[config.mk]
export PLATFORM = sky130hd
export DESIGN_NAME = guillotine_rect_packer
export DESIGN_NICKNAME = d
export VERILOG_FILES = /design/src/hdl/grp_pkg.sv /design/src/hdl/grp_datapath.sv /design/src/hdl/grp_ctrl.sv /design/src/hdl/guillotine_rect_packer.sv
export SDC_FILE = /design/constraint.sdc
export NUM_CORES = 2
export LEC_CHECK = 0
export BUFFER_PORTS_ARGS = -buffer_cell sky130_fd_sc_hd__buf_4
export CORE_MARGIN = 2
export CORE_UTILIZATION = 30
export CTS_BUF_LIST = sky130_fd_sc_hd__clkbuf_8
export CTS_CLUSTER_SIZE = 10
export DETAILED_ROUTE_END_ITERATION = 7
export SLEW_MARGIN = 30
export SYNTH_ARGS = -nofsm -noshare
export SYNTH_HDL_FRONTEND = slang
export SYNTH_HIERARCHICAL = 1
export SYNTH_SLANG_ARGS = --single-unit
[constraint.sdc]
create_clock -name aclk -period 16.3 [get_ports aclk]
set_input_delay 3.26 -clock aclk [delete_from_list [all_inputs] [get_ports aclk]]
set_output_delay 3.26 -clock aclk [all_outputs]
set_load 0.05 [all_outputs]
[src/hdl/grp_pkg.sv]
// Shared types and constants of the guillotine rectangle packer.
// Used by the controller, the datapath, the top level and the checker.
package grp_pkg;

    localparam int INITIAL_SIZE = 1024;

    localparam int CFG_IDX_BITS = 1;
    localparam logic [CFG_IDX_BITS-1:0] REG_ATLAS_WIDTH  = 1'b0;
    localparam logic [CFG_IDX_BITS-1:0] REG_ATLAS_HEIGHT = 1'b1;

    typedef enum logic [1:0] {
        RES_PLACED    = 2'd0,
        RES_NO_FIT    = 2'd1,
        RES_LIST_FULL = 2'd2
    } res_code_t;

    typedef enum logic [2:0] {
        WR_NONE,
        WR_INIT,
        WR_START,
        WR_CUT_SEL,
        WR_APPEND,
        WR_SHIFT
    } wr_src_t;

    typedef enum logic [2:0] {
        CTL_INIT,
        CTL_IDLE,
        CTL_START,
        CTL_SCAN,
        CTL_DECIDE,
        CTL_APPEND,
        CTL_SHIFT,
        CTL_DONE
    } ctl_state_t;

    typedef struct packed {
        logic      load_in;
        logic      scan_clear;
        logic      scan;
        logic      shift;
        logic      shift_init;
        logic      start;
        logic      place;
        logic      res_load;
        res_code_t res_code;
        logic      cnt_inc;
        logic      cnt_dec;
        logic      out_load;
        wr_src_t   wr_src;
    } cmd_t;

    typedef struct packed {
        logic scan_done;
        logic shift_done;
        logic found;
        logic narrower;
        logic shorter;
        logic full;
        logic out_free;
    } sts_t;

endpackage

[src/hdl/grp_datapath.sv]
// Datapath of the rectangle packer: free box memory, scan pipeline, cut logic,
// extents, configuration registers and the result register.
// Depends on grp_pkg; driven by grp_ctrl.
module grp_datapath #(
    parameter int MAX_FREE   = 64,
    parameter int COORD_BITS = 13
) (
    input  logic                                aclk,
    input  logic                                aresetn,
    input  logic                                cfg_wr_en,
    input  logic [grp_pkg::CFG_IDX_BITS-1:0]    cfg_index,
    input  logic [COORD_BITS-1:0]               cfg_wdata,
    input  logic [COORD_BITS-1:0]               s_item_width,
    input  logic [COORD_BITS-1:0]               s_item_height,
    input  logic                                m_ready,
    output logic                                m_valid,
    output logic [1:0]                          m_status,
    output logic [COORD_BITS-1:0]               m_place_x,
    output logic [COORD_BITS-1:0]               m_place_y,
    output logic [COORD_BITS-1:0]               m_used_width,
    output logic [COORD_BITS-1:0]               m_used_height,
    input  grp_pkg::cmd_t                       cmd,
    output grp_pkg::sts_t                       sts
);
    localparam int CB = COORD_BITS;
    localparam int IW = $clog2(MAX_FREE);
    localparam int CW = $clog2(MAX_FREE + 1);
    localparam int BW = 4 * CB;
    localparam int AW = 2 * CB;

    logic [BW-1:0] box_mem [MAX_FREE];

    logic [CB-1:0] atlas_w_reg, atlas_h_reg;
    logic [CB-1:0] iw_reg, ih_reg;
    logic [CW-1:0] count_reg;
    logic [CB-1:0] ext_x_reg, ext_y_reg;
    logic [CW-1:0] rd_ptr_reg;
    logic          v1_reg;
    logic [IW-1:0] idx1_reg;
    logic [BW-1:0] rd_data_reg;
    logic          v2_reg, fit2_reg;
    logic [AW-1:0] area2_reg;
    logic [BW-1:0] box2_reg;
    logic [IW-1:0] idx2_reg;
    logic          found_reg;
    logic [AW-1:0] best_area_reg;
    logic [BW-1:0] best_box_reg;
    logic [IW-1:0] sel_reg;
    logic [1:0]    res_code_reg;
    logic [CB-1:0] res_px_reg, res_py_reg;
    logic          m_valid_reg;
    logic [1:0]    m_status_reg;
    logic [CB-1:0] m_px_reg, m_py_reg, m_uw_reg, m_uh_reg;

    logic          rd_more, issue;
    logic          wr_en;
    logic [IW-1:0] wr_addr;
    logic [BW-1:0] wr_data;
    logic [CB-1:0] bx, by, bw, bh;
    logic [CB-1:0] r_w, r_h;
    logic [CB-1:0] ex_next, ey_next;

    assign bx = best_box_reg[4*CB-1 -: CB];
    assign by = best_box_reg[3*CB-1 -: CB];
    assign bw = best_box_reg[2*CB-1 -: CB];
    assign bh = best_box_reg[CB-1:0];
    assign r_w = rd_data_reg[2*CB-1 -: CB];
    assign r_h = rd_data_reg[CB-1:0];

    assign rd_more = rd_ptr_reg < count_reg;
    assign issue   = (cmd.scan || cmd.shift) && rd_more;
    assign ex_next = bx + iw_reg;
    assign ey_next = by + ih_reg;

    always_comb begin
        wr_en   = 1'b0;
        wr_addr = '0;
        wr_data = '0;
        unique case (cmd.wr_src)
            grp_pkg::WR_NONE: begin
                wr_en = 1'b0;
            end
            grp_pkg::WR_INIT: begin
                wr_en   = 1'b1;
                wr_data = {{AW{1'b0}}, CB'(grp_pkg::INITIAL_SIZE),
                           CB'(grp_pkg::INITIAL_SIZE)};
            end
            grp_pkg::WR_START: begin
                wr_en   = 1'b1;
                wr_data = {{AW{1'b0}}, atlas_w_reg, atlas_h_reg};
            end
            grp_pkg::WR_CUT_SEL: begin
                wr_en   = 1'b1;
                wr_addr = sel_reg;
                if (sts.narrower) begin
                    wr_data = {ex_next, by, bw - iw_reg, bh};
                end else begin
                    wr_data = {bx, ey_next, bw, bh - ih_reg};
                end
            end
            grp_pkg::WR_APPEND: begin
                wr_en   = 1'b1;
                wr_addr = count_reg[IW-1:0];
                wr_data = {bx, ey_next, iw_reg, bh - ih_reg};
            end
            grp_pkg::WR_SHIFT: begin
                wr_en   = v1_reg;
                wr_addr = idx1_reg - IW'(1);
                wr_data = rd_data_reg;
            end
            default: begin
                wr_en = 1'b0;
            end
        endcase
    end

    always_ff @(posedge aclk) begin
        if (wr_en) begin
            box_mem[wr_addr] <= wr_data;
        end
        if (issue) begin
            rd_data_reg <= box_mem[rd_ptr_reg[IW-1:0]];
        end
    end

    always_ff @(posedge aclk) begin
        if (!aresetn) begin
            atlas_w_reg <= CB'(grp_pkg::INITIAL_SIZE);
            atlas_h_reg <= CB'(grp_pkg::INITIAL_SIZE);
        end else if (cfg_wr_en) begin
            if (cfg_index == grp_pkg::REG_ATLAS_WIDTH) begin
                atlas_w_reg <= cfg_wdata;
            end
            if (cfg_index == grp_pkg::REG_ATLAS_HEIGHT) begin
                atlas_h_reg <= cfg_wdata;
            end
        end
    end

    always_ff @(posedge aclk) begin
        if (cmd.load_in) begin
            iw_reg <= s_item_width;
            ih_reg <= s_item_height;
        end
    end

    always_ff @(posedge aclk) begin
        if (!aresetn) begin
            rd_ptr_reg <= '0;
            v1_reg     <= 1'b0;
            v2_reg     <= 1'b0;
        end else begin
            if (cmd.scan_clear) begin
                rd_ptr_reg <= '0;
            end else if (cmd.shift_init) begin
                rd_ptr_reg <= CW'(sel_reg) + CW'(1);
            end else if (issue) begin
                rd_ptr_reg <= rd_ptr_reg + CW'(1);
            end
            v1_reg <= issue;
            v2_reg <= v1_reg && cmd.scan;
        end
    end

    always_ff @(posedge aclk) begin
        idx1_reg  <= rd_ptr_reg[IW-1:0];
        idx2_reg  <= idx1_reg;
        box2_reg  <= rd_data_reg;
        fit2_reg  <= (r_w >= iw_reg) && (r_h >= ih_reg);
        area2_reg <= AW'(r_w) * AW'(r_h);
    end

    always_ff @(posedge aclk) begin
        if (!aresetn) begin
            found_reg <= 1'b0;
        end else if (cmd.scan_clear) begin
            found_reg <= 1'b0;
        end else if (v2_reg && fit2_reg && (!found_reg || area2_reg > best_area_reg)) begin
            found_reg <= 1'b1;
        end
    end

    always_ff @(posedge aclk) begin
        if (v2_reg && fit2_reg && (!found_reg || area2_reg > best_area_reg)) begin
            best_area_reg <= area2_reg;
            best_box_reg  <= box2_reg;
            sel_reg       <= idx2_reg;
        end
    end

    always_ff @(posedge aclk) begin
        if (!aresetn) begin
            count_reg <= CW'(1);
            ext_x_reg <= '0;
            ext_y_reg <= '0;
        end else begin
            if (cmd.start) begin
                count_reg <= CW'(1);
                ext_x_reg <= '0;
                ext_y_reg <= '0;
            end else begin
                if (cmd.cnt_inc) begin
                    count_reg <= count_reg + CW'(1);
                end else if (cmd.cnt_dec) begin
                    count_reg <= count_reg - CW'(1);
                end
                if (cmd.place && ex_next > ext_x_reg) begin
                    ext_x_reg <= ex_next;
                end
                if (cmd.place && ey_next > ext_y_reg) begin
                    ext_y_reg <= ey_next;
                end
            end
        end
    end

    always_ff @(posedge aclk) begin
        if (cmd.res_load) begin
            res_code_reg <= cmd.res_code;
            res_px_reg   <= cmd.place ? bx : '0;
            res_py_reg   <= cmd.place ? by : '0;
        end
    end

    always_ff @(posedge aclk) begin
        if (!aresetn) begin
            m_valid_reg <= 1'b0;
        end else if (cmd.out_load) begin
            m_valid_reg <= 1'b1;
        end else if (m_ready) begin
            m_valid_reg <= 1'b0;
        end
    end

    always_ff @(posedge aclk) begin
        if (cmd.out_load) begin
            m_status_reg <= res_code_reg;
            m_px_reg     <= res_px_reg;
            m_py_reg     <= res_py_reg;
            m_uw_reg     <= ext_x_reg;
            m_uh_reg     <= ext_y_reg;
        end
    end

    always_comb begin
        sts.scan_done  = !rd_more && !v1_reg && !v2_reg;
        sts.shift_done = !rd_more && !v1_reg;
        sts.found      = found_reg;
        sts.narrower   = iw_reg < bw;
        sts.shorter    = ih_reg < bh;
        sts.full       = count_reg >= CW'(MAX_FREE);
        sts.out_free   = !m_valid_reg || m_ready;
    end

    assign m_valid       = m_valid_reg;
    assign m_status      = m_status_reg;
    assign m_place_x     = m_px_reg;
    assign m_place_y     = m_py_reg;
    assign m_used_width  = m_uw_reg;
    assign m_used_height = m_uh_reg;

endmodule

[src/hdl/grp_ctrl.sv]
// Controller of the rectangle packer: sequences scan, cut, shift and result.
// Depends on grp_pkg; drives grp_datapath through cmd_t and reads sts_t.
module grp_ctrl (
    input  logic            aclk,
    input  logic            aresetn,
    input  logic            s_valid,
    input  logic            s_func,
    output logic            s_ready,
    output grp_pkg::cmd_t   cmd,
    input  grp_pkg::sts_t   sts
);
    grp_pkg::ctl_state_t state_reg, state_next;

    always_ff @(posedge aclk) begin
        if (!aresetn) begin
            state_reg <= grp_pkg::CTL_INIT;
        end else begin
            state_reg <= state_next;
        end
    end

    always_comb begin
        state_next = state_reg;
        unique case (state_reg)
            grp_pkg::CTL_INIT: begin
                state_next = grp_pkg::CTL_IDLE;
            end
            grp_pkg::CTL_IDLE: begin
                if (s_valid) begin
                    state_next = s_func ? grp_pkg::CTL_START : grp_pkg::CTL_SCAN;
                end
            end
            grp_pkg::CTL_START: begin
                state_next = grp_pkg::CTL_DONE;
            end
            grp_pkg::CTL_SCAN: begin
                if (sts.scan_done) begin
                    state_next = grp_pkg::CTL_DECIDE;
                end
            end
            grp_pkg::CTL_DECIDE: begin
                priority if (!sts.found) begin
                    state_next = grp_pkg::CTL_DONE;
                end else if (sts.narrower && sts.shorter) begin
                    state_next = sts.full ? grp_pkg::CTL_DONE : grp_pkg::CTL_APPEND;
                end else if (sts.narrower || sts.shorter) begin
                    state_next = grp_pkg::CTL_DONE;
                end else begin
                    state_next = grp_pkg::CTL_SHIFT;
                end
            end
            grp_pkg::CTL_APPEND: begin
                state_next = grp_pkg::CTL_DONE;
            end
            grp_pkg::CTL_SHIFT: begin
                if (sts.shift_done) begin
                    state_next = grp_pkg::CTL_DONE;
                end
            end
            grp_pkg::CTL_DONE: begin
                if (sts.out_free) begin
                    state_next = grp_pkg::CTL_IDLE;
                end
            end
        endcase
    end

    always_comb begin
        cmd          = '0;
        cmd.res_code = grp_pkg::RES_PLACED;
        cmd.wr_src   = grp_pkg::WR_NONE;
        s_ready      = 1'b0;
        unique case (state_reg)
            grp_pkg::CTL_INIT: begin
                cmd.wr_src = grp_pkg::WR_INIT;
            end
            grp_pkg::CTL_IDLE: begin
                s_ready        = 1'b1;
                cmd.load_in    = s_valid;
                cmd.scan_clear = s_valid;
            end
            grp_pkg::CTL_START: begin
                cmd.wr_src   = grp_pkg::WR_START;
                cmd.start    = 1'b1;
                cmd.res_load = 1'b1;
                cmd.res_code = grp_pkg::RES_PLACED;
            end
            grp_pkg::CTL_SCAN: begin
                cmd.scan = 1'b1;
            end
            grp_pkg::CTL_DECIDE: begin
                cmd.res_load = 1'b1;
                priority if (!sts.found) begin
                    cmd.res_code = grp_pkg::RES_NO_FIT;
                end else if (sts.narrower && sts.shorter && sts.full) begin
                    cmd.res_code = grp_pkg::RES_LIST_FULL;
                end else if (sts.narrower || sts.shorter) begin
                    cmd.res_code = grp_pkg::RES_PLACED;
                    cmd.place    = 1'b1;
                    cmd.wr_src   = grp_pkg::WR_CUT_SEL;
                end else begin
                    cmd.res_code   = grp_pkg::RES_PLACED;
                    cmd.place      = 1'b1;
                    cmd.shift_init = 1'b1;
                end
            end
            grp_pkg::CTL_APPEND: begin
                cmd.wr_src  = grp_pkg::WR_APPEND;
                cmd.cnt_inc = 1'b1;
            end
            grp_pkg::CTL_SHIFT: begin
                cmd.shift   = 1'b1;
                cmd.wr_src  = grp_pkg::WR_SHIFT;
                cmd.cnt_dec = sts.shift_done;
            end
            grp_pkg::CTL_DONE: begin
                cmd.out_load = sts.out_free;
            end
        endcase
    end

endmodule

[src/hdl/guillotine_rect_packer.sv]
// Guillotine rectangle packer with largest-area fit over a free box list of
// MAX_FREE entries. One transaction at a time. A place request scans every
// free box through the single read port of the free box memory and its
// two-stage pipeline. A cut that leaves two pieces appends a box; an exact fit
// shifts the boxes after the chosen one down to close the gap. After reset the
// whole-atlas box is written before the first transaction is accepted. Results
// wait in an output register, and a stalled result holds the next result, and
// with it the block, until it is taken. Atlas size writes take effect at the
// next start.
module guillotine_rect_packer #(
    parameter int MAX_FREE   = 64,
    parameter int COORD_BITS = 13
) (
    input  logic                             aclk,
    input  logic                             aresetn,
    input  logic                             cfg_wr_en,
    input  logic [grp_pkg::CFG_IDX_BITS-1:0] cfg_index,
    input  logic [COORD_BITS-1:0]            cfg_wdata,
    input  logic                             s_valid,
    output logic                             s_ready,
    input  logic                             s_func,
    input  logic [COORD_BITS-1:0]            s_item_width,
    input  logic [COORD_BITS-1:0]            s_item_height,
    output logic                             m_valid,
    input  logic                             m_ready,
    output logic [1:0]                       m_status,
    output logic [COORD_BITS-1:0]            m_place_x,
    output logic [COORD_BITS-1:0]            m_place_y,
    output logic [COORD_BITS-1:0]            m_used_width,
    output logic [COORD_BITS-1:0]            m_used_height
);
    grp_pkg::cmd_t cmd;
    grp_pkg::sts_t sts;

    grp_ctrl u_ctrl (
        .aclk    (aclk),
        .aresetn (aresetn),
        .s_valid (s_valid),
        .s_func  (s_func),
        .s_ready (s_ready),
        .cmd     (cmd),
        .sts     (sts)
    );

    grp_datapath #(
        .MAX_FREE   (MAX_FREE),
        .COORD_BITS (COORD_BITS)
    ) u_dp (
        .aclk          (aclk),
        .aresetn       (aresetn),
        .cfg_wr_en     (cfg_wr_en),
        .cfg_index     (cfg_index),
        .cfg_wdata     (cfg_wdata),
        .s_item_width  (s_item_width),
        .s_item_height (s_item_height),
        .m_ready       (m_ready),
        .m_valid       (m_valid),
        .m_status      (m_status),
        .m_place_x     (m_place_x),
        .m_place_y     (m_place_y),
        .m_used_width  (m_used_width),
        .m_used_height (m_used_height),
        .cmd           (cmd),
        .sts           (sts)
    );

endmodule

==> run metrics <==
maximum vdd ir drop=0.000349 V; min-delay worst type=reg2reg; Clock Sinks=3736; Clk pin slew, worst setup/hold paths=about 0.060 ns; total die area=0.506 sq mm; vias in the first global route=76582; FF-to-FF path depth=20; Slew HR=approximately 30%; multi-input logic area=0.0377 sq mm; RSZ-0062 raised after global routing=no; CTS tree=yes; Yosys top cell by area=edfxtp_1; Starting Density=30.1%; fin crit share=46.4%; DR pass1 iterations=8; DR DRC count=0; design area=0.171 sq mm; die height=around 710 microns; maximum buffer depth of the clock tree=4; Lkg Pwr=54.8 nW; Area growth, synth to finish=14.3%; main flop type after synthesis=edfxtp_1; layout cell share with drive strength beyond 1=between 20% and 30%; Final Critical Period=7.56 ns; Biggest register=u_dp/box_mem; CTS Buf Count=592; Slew Limit Fails=0; Gate Count Post-Synth=between 7000 and 8000; synth top area cells=edfxtp_1 (71%), mux4_2 (15%), dfxtp_1 (2.2%); PortBufs=101; All-Layer GR Usage=15.4%; buffers inserted by post-CTS timing repair=0; reg2reg setup slack=roughly 8.7 ns; endpoints failing hold=0; launch point of the worst reg-to-reg path=u_dp/ih_reg[3]$_DFFE_PP_; DP Area=0.160 sq mm; Final GP Congestion=about 0.85; FILL cells=46373; DRT antenna net count=0; synthesized cell area=0.150 sq mm; crit end category=register; core box area=0.498 sq mm; CP startpoint kind=register; syn nets=7583; ys async rst share=0%; Cells after DPL=13827; worst setup path category=reg2reg; fmax=132 MHz; WP data required=~17 ns; number of antenna violations at the first check in global routing=34; EDFF count, synth=3572; root buffer cell=clkbuf_8; site row count=259; nets@finish=roughly 8200; 1st-iter DRT viols=approximately 9500; Yosys warnings=6; Min Hold Slack=about 0.36 ns; crit path to=u_dp/box_mem[18][37]$_DFFE_PP_; status=finished clean; Top Ports=just over 100; overall power=25.9 mW; crit path from=u_dp/ih_reg[3]$_DFFE_PP_; Reg area=0.111 sq mm; number of flip-flops under the largest register name=3328; top cell type's share of synthesized area=71.5%; hold_buf cts=0; skew final=0.111 ns; estimated wirelength of the detail-placed design=roughly 240000 microns; H-Tree Depth=6; routed len/inst=26.9 microns; largest net degree at the start of global routing=121; flops & latches, synth=3736; most frequent cell after synthesis=edfxtp_1; total negative setup slack=0 ns; max-cap viol count=0; sequential share of the synthesized area=73.7%; worst skew pair latency=between 1 and 1.5 ns; most frequent cells after synthesis=edfxtp_1 (3572), mux4_2 (1004), inv_1 (302); total congestion overflow=0; syn avg cell area=20.8 sq um; CTS resizes=0; FF-to-FF End=u_dp/box_mem[18][37]$_DFFE_PP_; final wirelength=401000 microns; first-pass GRT wire length=572000 microns; Die Wd=between 700 and 800 microns; worst-margin pin slew=1.04 ns; post-synth cell types=75; via count=75571; cell area power density=151 mW/mm^2; crit path max fanout=28; Non-Filler Instances=~15000; WP data arrival=a little over 8 ns; Finish-stage setup viols=0; routed vias/inst=around 5
## critical path: stages, from the launching register on
cell and delay (ns):
edfxtp_1 0.42, inv_1 0.12, ha_1 0.31, a21o_1 0.21
a21oi_1 0.17, o221a_2 0.26, nor3_1 0.06, a211oi_1 0.37
o21ai_0 0.13, nor2b_1 0.22, nand3_1 0.14, or3b_1 0.42
o21ai_0 0.34, inv_1 0.21, nand2_1 0.12, buf_4 0.44
a311oi_1 0.12, a21oi_2 0.69, nand3b_1 0.78, nor2_4 1.01
buf_4 0.58
## worst min path at each step
| stage | cells after the start | to | from | slack [ns] |
|---|---|---|---|---|
| detailed placement | 0 | u_dp/box2_reg[34]$_DFF_P_ | u_dp/rd_data_reg[34]$_DFFE_PP_ | 0.36 |
| global placement | 0 | u_dp/box2_reg[51]$_DFF_P_ | u_dp/rd_data_reg[51]$_DFFE_PP_ | 0.36 |
| CTS | 0 | u_dp/idx2_reg[1]$_DFF_P_ | u_dp/idx1_reg[1]$_DFF_P_ | 0.36 |
| global route | 0 | u_dp/idx2_reg[4]$_DFF_P_ | u_dp/idx1_reg[4]$_DFF_P_ | 0.37 |
| floorplan | 0 | u_dp/idx1_reg[0]$_DFF_P_ | u_dp/rd_ptr_reg[0]$_SDFFE_PP0P_ | 0.33 |
| finish | 0 | u_dp/idx2_reg[4]$_DFF_P_ | u_dp/idx1_reg[4]$_DFF_P_ | 0.36 |
## where the power goes
part           total, mW  switching, mW  internal (mW)
combinational       6.96           4.28           2.67
sequential          11.7          0.189           11.5
clock               7.33           3.68           3.64
## cell usage in the layout, fill, tap and decap left out, types with 21 or more instances in the layout
cell type  instances
xor2_1            25
o21ai_1           54
clkinv_2          53
edfxtp_1        3572
mux2i_1          108
nor2_4            67
clkinv_1         114
a21o_1            49
nand3_1           48
nor2_1            92
dfxtp_1          158
a222oi_1          28
a21oi_1          153
nor2b_1           50
buf_4            275
inv_1            515
and2_1           111
buf_6             21
ha_1             212
o22ai_1           44
clkbuf_8         610
o21ai_0           44
nand2_1          225
a211oi_1          85
fa_1             126
mux4_2          1004
xnor2_1           58
## per-stage QoR
| stage | util (%) | setup slack (ns) |
|---|---|---|
| global placement | 32.2 | 8.23 |
| detailed placement | 32.2 | 8.86 |
| floorplan | - | 9.60 |
| global route | 34.4 | 8.41 |
| CTS | 34.4 | 8.84 |
| finish | 34.4 | 8.74 |
## cell type report
class                   count  share of cell area, %
inverters                 305                  0.671
flip-flops and latches   3736                   64.5
multi-input cells        2817                   22.0
well taps                6655                   4.86
diodes                     11                 0.0161
clock buffers             610                   4.90
repair buffers            326                   1.77
clock inverters           439                   1.31
## metal layers
metal	up-vias	routed length, microns	global-route usage, %
met5	-	65	0
li1	30781	-	-
met2	3678	183000	23.6
met1	40604	171000	22.1
met4	8	8100	3.72
met3	500	39700	3.73
## cell families after synthesis
kind of cell             after synthesis  synth area share (%)
buffers and inverters                646                  1.77
XOR/XNOR                              83                 0.485
adder cells (fa/ha/maj)              338                  3.45
AO/OA/AOI/OAI                        600                  2.64
flip-flops                          3736                  73.7
multiplexers                        1112                  15.8
AND/OR/NAND/NOR                      684                  2.19
Power figures use the tool's default switching activity.
